File: config.mk
export PLATFORM = sky130hd
export DESIGN_NAME = utf8_stream_decoder_top_flat
export DESIGN_NICKNAME = d
export VERILOG_FILES = /design/src/usd_pkg.sv /design/src/usd_if.sv /design/src/usd_front.sv /design/src/usd_queue.sv /design/src/usd_back.sv /design/src/utf8_stream_decoder_top.sv /design/src/flat_wrapper.sv
export SDC_FILE = /design/constraint.sdc
export NUM_CORES = 1
export LEC_CHECK = 0
export BUFFER_PORTS_ARGS = -buffer_cell sky130_fd_sc_hd__buf_4
export CELL_PAD_IN_SITES_DETAIL_PLACEMENT = 0
export CELL_PAD_IN_SITES_GLOBAL_PLACEMENT = 1
export CORE_UTILIZATION = 35
export DETAILED_ROUTE_END_ITERATION = 10
export GPL_TIMING_DRIVEN = 0
export PLACE_DENSITY_LB_ADDON = 0.1
export SLEW_MARGIN = 20
export SYNTH_ARGS = -nofsm -noshare
export SYNTH_HDL_FRONTEND = slang
export SYNTH_SLANG_ARGS = --single-unit
File: constraint.sdc
create_clock -name clk -period 3.8 [get_ports clk]
set_input_delay 0.19 -clock clk [delete_from_list [all_inputs] [get_ports clk]]
set_output_delay 0.19 -clock clk [all_outputs]
set_load 0.05 [all_outputs]
File: src/usd_pkg.sv
// ----------------------------------------------------------------------------
// UTF-8 stream decoder package
// Shared types and codes of the decoder front end, queue and back end.
// ----------------------------------------------------------------------------
package usd_pkg;

    localparam int CP_WIDTH    = 31;
    localparam int BYTE_WIDTH  = 8;
    localparam int COUNT_WIDTH = 3;

    typedef enum logic [1:0] {
        ST_OK        = 2'd0,
        ST_BAD_LEAD  = 2'd1,
        ST_TRUNCATED = 2'd2
    } status_t;

    // One classified byte as the front end hands it to the back end.
    typedef struct packed {
        logic                   is_lf;      // 0x0A
        logic                   is_term;    // 0x0D or 0x00
        logic [COUNT_WIDTH-1:0] lead_len;   // 0 for an invalid lead byte
        logic [6:0]             lead_bits;  // value bits of a lead byte
        logic [5:0]             cont_bits;  // low six bits as a continuation
    } byte_class_t;

    localparam logic [BYTE_WIDTH-1:0] BYTE_LF  = 8'h0A;
    localparam logic [BYTE_WIDTH-1:0] BYTE_CR  = 8'h0D;
    localparam logic [BYTE_WIDTH-1:0] BYTE_NUL = 8'h00;

endpackage

File: src/usd_if.sv
// ----------------------------------------------------------------------------
// UTF-8 stream decoder channels
// Valid/ready channels for the input bytes and the decoded characters.
// ----------------------------------------------------------------------------
interface usd_in_if
    import usd_pkg::*;
();
    logic                  valid;
    logic                  ready;
    logic [BYTE_WIDTH-1:0] data_byte;

    modport source (output valid, output data_byte, input ready);
    modport sink   (input valid, input data_byte, output ready);
endinterface

interface usd_out_if
    import usd_pkg::*;
();
    logic                   valid;
    logic                   ready;
    logic [CP_WIDTH-1:0]    code_point;
    logic [COUNT_WIDTH-1:0] byte_count;
    logic                   first_in_word;
    logic [1:0]             status;

    modport source (output valid, output code_point, output byte_count,
                    output first_in_word, output status, input ready);
    modport sink   (input valid, input code_point, input byte_count,
                    input first_in_word, input status, output ready);
endinterface

File: src/usd_front.sv
// ----------------------------------------------------------------------------
// UTF-8 stream decoder front end
// Accepts raw bytes and classifies them into line ends, lead lengths and
// value bits, then pushes the result into the queue.
// ----------------------------------------------------------------------------
module usd_front
    import usd_pkg::*;
(
    usd_in_if.sink      in_ch,
    output byte_class_t push_data,
    output logic        push_valid,
    input  logic        push_ready
);

    logic [BYTE_WIDTH-1:0] b;

    assign b          = in_ch.data_byte;
    assign in_ch.ready = push_ready;
    assign push_valid  = in_ch.valid;

    always_comb
    begin
        push_data.is_lf     = (b == BYTE_LF);
        push_data.is_term   = (b == BYTE_CR) || (b == BYTE_NUL);
        push_data.cont_bits = b[5:0];
        priority if (b[7] == 1'b0)
        begin
            push_data.lead_len  = 3'd1;
            push_data.lead_bits = b[6:0];
        end
        else if (b[7:5] == 3'b110)
        begin
            push_data.lead_len  = 3'd2;
            push_data.lead_bits = {2'b00, b[4:0]};
        end
        else if (b[7:4] == 4'b1110)
        begin
            push_data.lead_len  = 3'd3;
            push_data.lead_bits = {3'b000, b[3:0]};
        end
        else if (b[7:3] == 5'b11110)
        begin
            push_data.lead_len  = 3'd4;
            push_data.lead_bits = {4'b0000, b[2:0]};
        end
        else if (b[7:2] == 6'b111110)
        begin
            push_data.lead_len  = 3'd5;
            push_data.lead_bits = {5'b00000, b[1:0]};
        end
        else if (b[7:1] == 7'b1111110)
        begin
            push_data.lead_len  = 3'd6;
            push_data.lead_bits = {6'b000000, b[0]};
        end
        else
        begin
            push_data.lead_len  = 3'd0;
            push_data.lead_bits = 7'd0;
        end
    end

endmodule

File: src/usd_queue.sv
// ----------------------------------------------------------------------------
// UTF-8 stream decoder queue
// Two-entry queue of classified bytes between the front and back ends.
// ----------------------------------------------------------------------------
module usd_queue
    import usd_pkg::*;
(
    input  logic        clk,
    input  logic        rst_n,
    input  byte_class_t push_data,
    input  logic        push_valid,
    output logic        push_ready,
    output byte_class_t pop_data,
    output logic        pop_valid,
    input  logic        pop_ready
);

    byte_class_t slot_reg [2];
    logic        wr_ptr_reg, wr_ptr_next;
    logic        rd_ptr_reg, rd_ptr_next;
    logic [1:0]  count_reg, count_next;
    logic        do_push, do_pop;

    assign push_ready = (count_reg != 2'd2);
    assign pop_valid  = (count_reg != 2'd0);
    assign pop_data   = slot_reg[rd_ptr_reg];
    assign do_push    = push_valid && push_ready;
    assign do_pop     = pop_valid && pop_ready;

    always_comb
    begin
        wr_ptr_next = do_push ? ~wr_ptr_reg : wr_ptr_reg;
        rd_ptr_next = do_pop  ? ~rd_ptr_reg : rd_ptr_reg;
        unique case ({do_push, do_pop})
            2'b10:   count_next = count_reg + 2'd1;
            2'b01:   count_next = count_reg - 2'd1;
            default: count_next = count_reg;
        endcase
    end

    always_ff @(posedge clk or negedge rst_n)
    begin
        if (!rst_n)
        begin
            wr_ptr_reg <= 1'b0;
            rd_ptr_reg <= 1'b0;
            count_reg  <= 2'd0;
        end
        else
        begin
            wr_ptr_reg <= wr_ptr_next;
            rd_ptr_reg <= rd_ptr_next;
            count_reg  <= count_next;
        end
    end

    always_ff @(posedge clk)
    begin
        if (do_push)
        begin
            slot_reg[wr_ptr_reg] <= push_data;
        end
    end

endmodule

File: src/usd_back.sv
// ----------------------------------------------------------------------------
// UTF-8 stream decoder back end
// Holds the pending character, folds in continuation bytes and drives the
// output register with completed, invalid and truncated characters.
// ----------------------------------------------------------------------------
module usd_back
    import usd_pkg::*;
(
    input  logic         clk,
    input  logic         rst_n,
    input  byte_class_t  pop_data,
    input  logic         pop_valid,
    output logic         pop_ready,
    usd_out_if.source    out_ch
);

    logic [COUNT_WIDTH-1:0] left_reg, left_next;
    logic [COUNT_WIDTH-1:0] seq_reg, seq_next;
    logic [CP_WIDTH-1:0]    partial_reg, partial_next;
    logic                   word_start_reg, word_start_next;

    logic                   out_valid_reg;
    logic [CP_WIDTH-1:0]    out_cp_reg, out_cp_next;
    logic [COUNT_WIDTH-1:0] out_cnt_reg, out_cnt_next;
    logic                   out_first_reg;
    status_t                out_st_reg, out_st_next;

    logic                   emit;
    logic                   take;
    logic [CP_WIDTH-1:0]    shifted;
    logic [COUNT_WIDTH-1:0] left_dec;

    // The output slot is free when empty or being drained this cycle.
    assign pop_ready = !out_valid_reg || out_ch.ready;
    assign take      = pop_valid && pop_ready;
    assign shifted   = {partial_reg[CP_WIDTH-7:0], pop_data.cont_bits};
    assign left_dec  = left_reg - 3'd1;

    always_comb
    begin
        left_next       = left_reg;
        seq_next        = seq_reg;
        partial_next    = partial_reg;
        word_start_next = word_start_reg;
        emit            = 1'b0;
        out_cp_next     = '0;
        out_cnt_next    = 3'd1;
        out_st_next     = ST_OK;
        if (left_reg == 3'd0)
        begin
            priority if (pop_data.is_lf || pop_data.is_term)
            begin
                word_start_next = 1'b1;
            end
            else if (pop_data.lead_len == 3'd0)
            begin
                emit            = 1'b1;
                out_st_next     = ST_BAD_LEAD;
                word_start_next = 1'b0;
            end
            else if (pop_data.lead_len == 3'd1)
            begin
                emit            = 1'b1;
                out_cp_next     = {{(CP_WIDTH-7){1'b0}}, pop_data.lead_bits};
                word_start_next = 1'b0;
            end
            else
            begin
                partial_next = {{(CP_WIDTH-7){1'b0}}, pop_data.lead_bits};
                seq_next     = pop_data.lead_len;
                left_next    = pop_data.lead_len - 3'd1;
            end
        end
        else if (pop_data.is_lf)
        begin
            // A line feed abandons the pending character.
            emit            = 1'b1;
            out_cnt_next    = seq_reg - left_reg;
            out_st_next     = ST_TRUNCATED;
            left_next       = 3'd0;
            seq_next        = 3'd0;
            partial_next    = '0;
            word_start_next = 1'b1;
        end
        else
        begin
            left_next    = left_dec;
            partial_next = shifted;
            if (left_dec == 3'd0)
            begin
                emit            = 1'b1;
                out_cp_next     = shifted;
                out_cnt_next    = seq_reg;
                word_start_next = 1'b0;
                partial_next    = '0;
                seq_next        = 3'd0;
            end
        end
    end

    always_ff @(posedge clk or negedge rst_n)
    begin
        if (!rst_n)
        begin
            left_reg       <= 3'd0;
            seq_reg        <= 3'd0;
            partial_reg    <= '0;
            word_start_reg <= 1'b1;
            out_valid_reg  <= 1'b0;
        end
        else
        begin
            if (take)
            begin
                left_reg       <= left_next;
                seq_reg        <= seq_next;
                partial_reg    <= partial_next;
                word_start_reg <= word_start_next;
            end
            if (pop_ready)
            begin
                out_valid_reg <= take && emit;
            end
        end
    end

    always_ff @(posedge clk)
    begin
        if (take && emit)
        begin
            out_cp_reg    <= out_cp_next;
            out_cnt_reg   <= out_cnt_next;
            out_first_reg <= word_start_reg;
            out_st_reg    <= out_st_next;
        end
    end

    assign out_ch.valid         = out_valid_reg;
    assign out_ch.code_point    = out_cp_reg;
    assign out_ch.byte_count    = out_cnt_reg;
    assign out_ch.first_in_word = out_first_reg;
    assign out_ch.status        = out_st_reg;

endmodule

File: src/utf8_stream_decoder_top.sv
// ----------------------------------------------------------------------------
// UTF-8 stream decoder top level
// Decodes one to six byte UTF-8 sequences into 31-bit code points.
// Path: bytes pass through the two-entry queue; each result is held in the back end's output register.
// Throughput: one byte per cycle while the output channel does not stall.
// Reset: rst_n empties the queue and pending character and marks a word start.
// ----------------------------------------------------------------------------
module utf8_stream_decoder_top
    import usd_pkg::*;
(
    input  logic      clk,
    input  logic      rst_n,
    usd_in_if.sink    in_ch,
    usd_out_if.source out_ch
);

    byte_class_t push_data;
    logic        push_valid;
    logic        push_ready;
    byte_class_t pop_data;
    logic        pop_valid;
    logic        pop_ready;

    usd_front u_front (
        .in_ch      (in_ch),
        .push_data  (push_data),
        .push_valid (push_valid),
        .push_ready (push_ready)
    );

    usd_queue u_queue (
        .clk        (clk),
        .rst_n      (rst_n),
        .push_data  (push_data),
        .push_valid (push_valid),
        .push_ready (push_ready),
        .pop_data   (pop_data),
        .pop_valid  (pop_valid),
        .pop_ready  (pop_ready)
    );

    usd_back u_back (
        .clk       (clk),
        .rst_n     (rst_n),
        .pop_data  (pop_data),
        .pop_valid (pop_valid),
        .pop_ready (pop_ready),
        .out_ch    (out_ch)
    );

endmodule

File: src/flat_wrapper.sv
// flat-port wrapper written by rule: the top's interface ports become plain ports
module utf8_stream_decoder_top_flat import usd_pkg::*;
  (clk, rst_n, in_ch_valid, in_ch_data_byte, in_ch_ready, out_ch_valid, out_ch_code_point, out_ch_byte_count, out_ch_first_in_word, out_ch_status, out_ch_ready);
  usd_in_if in_ch_i ();
  usd_out_if out_ch_i ();
  input  logic clk;
  input  logic rst_n;
  input wire logic [$bits(in_ch_i.valid)-1:0] in_ch_valid;
  input wire logic [$bits(in_ch_i.data_byte)-1:0] in_ch_data_byte;
  output wire logic [$bits(in_ch_i.ready)-1:0] in_ch_ready;
  output wire logic [$bits(out_ch_i.valid)-1:0] out_ch_valid;
  output wire logic [$bits(out_ch_i.code_point)-1:0] out_ch_code_point;
  output wire logic [$bits(out_ch_i.byte_count)-1:0] out_ch_byte_count;
  output wire logic [$bits(out_ch_i.first_in_word)-1:0] out_ch_first_in_word;
  output wire logic [$bits(out_ch_i.status)-1:0] out_ch_status;
  input wire logic [$bits(out_ch_i.ready)-1:0] out_ch_ready;
  assign in_ch_i.valid = in_ch_valid;
  assign in_ch_i.data_byte = in_ch_data_byte;
  assign in_ch_ready = in_ch_i.ready;
  assign out_ch_valid = out_ch_i.valid;
  assign out_ch_code_point = out_ch_i.code_point;
  assign out_ch_byte_count = out_ch_i.byte_count;
  assign out_ch_first_in_word = out_ch_i.first_in_word;
  assign out_ch_status = out_ch_i.status;
  assign out_ch_i.ready = out_ch_ready;
  utf8_stream_decoder_top u_core (.clk(clk), .rst_n(rst_n), .in_ch(in_ch_i), .out_ch(out_ch_i));
endmodule
==> impl_metrics.csv <==
group,metric,value,unit
run_status,outcome,"completed",
worst_setup_path,worstReg2RegStart,"u_core.u_queue.rd_ptr_reg",
global_route,wire_length_of_the_first_global_routing_pass,14800,um
sta,transition_time_at_the_pin_with_the_least_slew_margin,883,ps
place,post_place_cells,576,
global_route,number_of_antenna_violations_at_the_first_check_in_global_routing,0,
drt,routedWlPerCell,15.3,um
floorplanning,initial_core_utilization,36.1,%
yosys,synth-warning-count,0,
worst_setup_path,worst_setup_path_start_kind,"flip-flop",
clocking,hold_buffer_count_at_cts,1,
finish,num_antenna_cells,0,
clocking,clock_tree.root_cell,"sky130_fd_sc_hd__clkbuf_16",
clocking,cts_max_level,3,
yosys,synth_cell_type_count,52,
place,placement.io_buffers,48,
yosys,postSynthRegisterBits,110,
floorplanning,die_height,119,um
sta,timing.final.hold_violations,0,
clocking,numClockSinks,110,
worst_setup_path,regToRegSetupSlack,900,ps
clocking,clock_latency_on_the_worst_skew_pair,360,ps
finish,nets,433,
place,dp_hpwl,6320,um
yosys,ys_dominant_reg_cell,"sky130_fd_sc_hd__edfxtp_1",
finish,largest_register_ff_count,36,
clocking,max-clock-path-buffers,2,
worst_setup_path,worst-endpoint-arrival,2960,ps
sta,achievable-frequency,0.345,GHz
sta,finalCritPeriodShare,76.3,%
sta,maxSlewHeadroom,40.7,%
worst_hold_path,hold_path_end,"u_core.u_queue.slot_reg[0][0]",
yosys,synthesis.instances,350,
sta,tns,0,ps
worst_setup_path,worst-endpoint-required,3860,ps
place,gpl.final_weighted_congestion,0.781,
global_route,number_of_global_route_vias_before_repair,2773,
clocking,cts.reportedPaths.clkPinSlew,70,ps
drt,route.detailed.vias_per_inst,4.70,
drt,final_antenna_net_count,0,
floorplanning,die-area,0.0142,mm2
worst_setup_path,criticalPathCategory,"reg -> reg",
global_route,grt_util_all_layers,13.9,%
sta,worst_clock_skew,8.78,ps
drt,drc,0,
finish,layoutNonFillerInstCount,593,
drt,total_wirelength_of_the_detailed_routed_design,9100,um
floorplanning,chipWidth,119,um
job,maxCapViolCount,0,
worst_setup_path,reg2regPathDepth,9,
sta,rsz0062_at_grt,"no",
yosys,synth-seq-area-share,65.1,%
worst_setup_path,type_of_element_capturing_the_critical_path,"flip-flop",
floorplanning,core_area,0.0133,mm2
sta,finalWorstPathRequiredPeriod,2900,ps
yosys,synth_enable_flop_cells,73,
worst_hold_path,hold_class,"in -> reg",
sta,maxSlewViolCount,0,
global_route,pin_count_of_the_biggest_net_entering_global_routing,38,
clocking,cts_tree,"built",
yosys,avgSynthCellArea,13.7,um2
drt,number_of_vias_after_detailed_routing,2787,
floorplanning,floorplan.rows,42,
worst_hold_path,hold_path_startpoint,"in_ch_data_byte[0]",
worst_hold_path,hold_critical_path_depth,1,
finish,synthToLayoutAreaGrowth,19.4,%
sta,finalSetupViolCount,0,
floorplanning,boundaryPins,51,
drt,detail_route.iter0.violations,126,
yosys,syn_nets,371,
clocking,cts_buffers,9,
finish,drive_gt1_share,23.0,%
clocking,cts_repair_resize_count,0,
worst_setup_path,worst_r2r_endpoint,"u_core.u_back.out_ch.code_point[4]",
global_route,gr-total-overflow,0,
worst_setup_path,critical_path_peak_fanout,28,
clocking,post_cts_buffers,0,
yosys,mappedNetlistArea,0.00479,mm2
drt,drt-pass1-iter-count,4,
yosys,ys_async_sr_fraction,33.6,%
==> per-layer routing <==
metal	GRT usage, %	part of all wire (%)	vias to the layer above	routed length (um)
met1	18.1	47	1349	4280
met2	21.5	48	48	4330
li1	-	-	1376	-
met4	7.75	2.4	0	219
met5	0	0	-	0
met3	2.83	3.0	14	273
==> cell families (layout without fill, tap and decap cells) <==
family                   Yosys count  in the layout  synth area share [%]
adder cells (fa/ha/maj)            9              9                  2.51
multiplexers                      47             47                  10.5
flip-flops                       110            110                  65.1
buffers and inverters             41            108                  4.25
AO/OA/AOI/OAI                     44             44                  7.26
AND/OR/NAND/NOR                   91             91                  8.95
XOR/XNOR                           8              8                  1.46
==> worst max-delay path, cell delays in order, from the launching register on <==
cell                      delay (ps)
sky130_fd_sc_hd__dfrtp_1         370
sky130_fd_sc_hd__buf_6           180
sky130_fd_sc_hd__buf_2           330
sky130_fd_sc_hd__mux2i_1         440
sky130_fd_sc_hd__ha_1            220
sky130_fd_sc_hd__ha_1            230
sky130_fd_sc_hd__a21o_1          120
sky130_fd_sc_hd__a21oi_1         120
sky130_fd_sc_hd__nor2_4          330
sky130_fd_sc_hd__buf_12          240
==> metrics by stage <==
step | hold WS, ps | instance area [um2] | setup WS (ps) | util (%)
global placement | 212 | 5370 | -882 | 40.4
CTS | 37.8 | 5720 | 878 | 43.1
detailed placement | 200 | 5420 | 879 | 40.7
finish | 55.2 | 5720 | 901 | 43.1
global route | 44.2 | 5720 | 746 | 43.1
floorplan | -106 | 4790 | 188 | -
==> area by class of cell <==
class                   instances  area [um2]
repair buffers                 51         402
flip-flops and latches        110        3120
inverters                      25        93.8
clock buffers                  12         246
plain buffers                  16         110
clock inverters                 4        52.6
fillers                      1245        7570
well taps                     176         220
multi-input cells             199        1480
==> worst max-delay path by stage <==
stage                                   start  depth (start not counted)  slack (ps)                            endpoint
finish              u_core.u_queue.rd_ptr_reg                          9         900  u_core.u_back.out_ch.code_point[4]
global route        u_core.u_queue.rd_ptr_reg                          9         750  u_core.u_back.out_ch.code_point[4]
CTS                 u_core.u_queue.rd_ptr_reg                          9         880  u_core.u_back.out_ch.code_point[4]
detailed placement  u_core.u_queue.rd_ptr_reg                          9         880  u_core.u_back.out_ch.code_point[4]
global placement    u_core.u_queue.rd_ptr_reg                          8        -880  u_core.u_back.out_ch.code_point[5]
floorplan           u_core.u_queue.rd_ptr_reg                          8         190  u_core.u_back.out_ch.byte_count[0]
==> cell usage after synthesis, drive strengths merged, types with 6 or more instances <==
cell type,number,area (um2)
and2,7,46.3
buf,10,87.6
clkbuf,6,22.5
dfrtp,36,901
edfxtp,73,2190
ha,8,100
inv,25,93.8
mux2,11,143
mux2i,36,360
nand2,33,124
nor2,28,105
o21ai,6,37.5
o22ai,14,93.8
==> cells in the final DEF, fill, tap and decap left out, types with 2 or more instances in the layout <==
cell type	instances
sky130_fd_sc_hd__o2bb2ai_1	2
sky130_fd_sc_hd__mux2_2	6
sky130_fd_sc_hd__nor2b_1	3
sky130_fd_sc_hd__nand2_1	33
sky130_fd_sc_hd__nand2b_1	5
sky130_fd_sc_hd__clkbuf_1	8
sky130_fd_sc_hd__o22ai_1	13
sky130_fd_sc_hd__xor2_1	3
sky130_fd_sc_hd__clkbuf_16	9
sky130_fd_sc_hd__buf_12	2
sky130_fd_sc_hd__dfrtp_1	36
sky130_fd_sc_hd__edfxtp_1	73
sky130_fd_sc_hd__o21ai_0	4
sky130_fd_sc_hd__mux2_4	5
sky130_fd_sc_hd__a21boi_0	5
sky130_fd_sc_hd__a21o_1	2
sky130_fd_sc_hd__and3_1	2
sky130_fd_sc_hd__nor2_1	26
sky130_fd_sc_hd__or3_1	2
sky130_fd_sc_hd__xnor2_1	5
sky130_fd_sc_hd__o21ai_2	2
sky130_fd_sc_hd__and2_1	6
sky130_fd_sc_hd__nand3_1	4
sky130_fd_sc_hd__or4_1	2
sky130_fd_sc_hd__o211ai_1	2
sky130_fd_sc_hd__inv_1	25
sky130_fd_sc_hd__buf_4	48
sky130_fd_sc_hd__buf_6	3
sky130_fd_sc_hd__ha_1	8
sky130_fd_sc_hd__buf_2	6
sky130_fd_sc_hd__mux2i_1	36
Power is left out: the tool's default activity adds up to more than one toggle a clock period on the data nets, which glitch-free logic cannot reach.
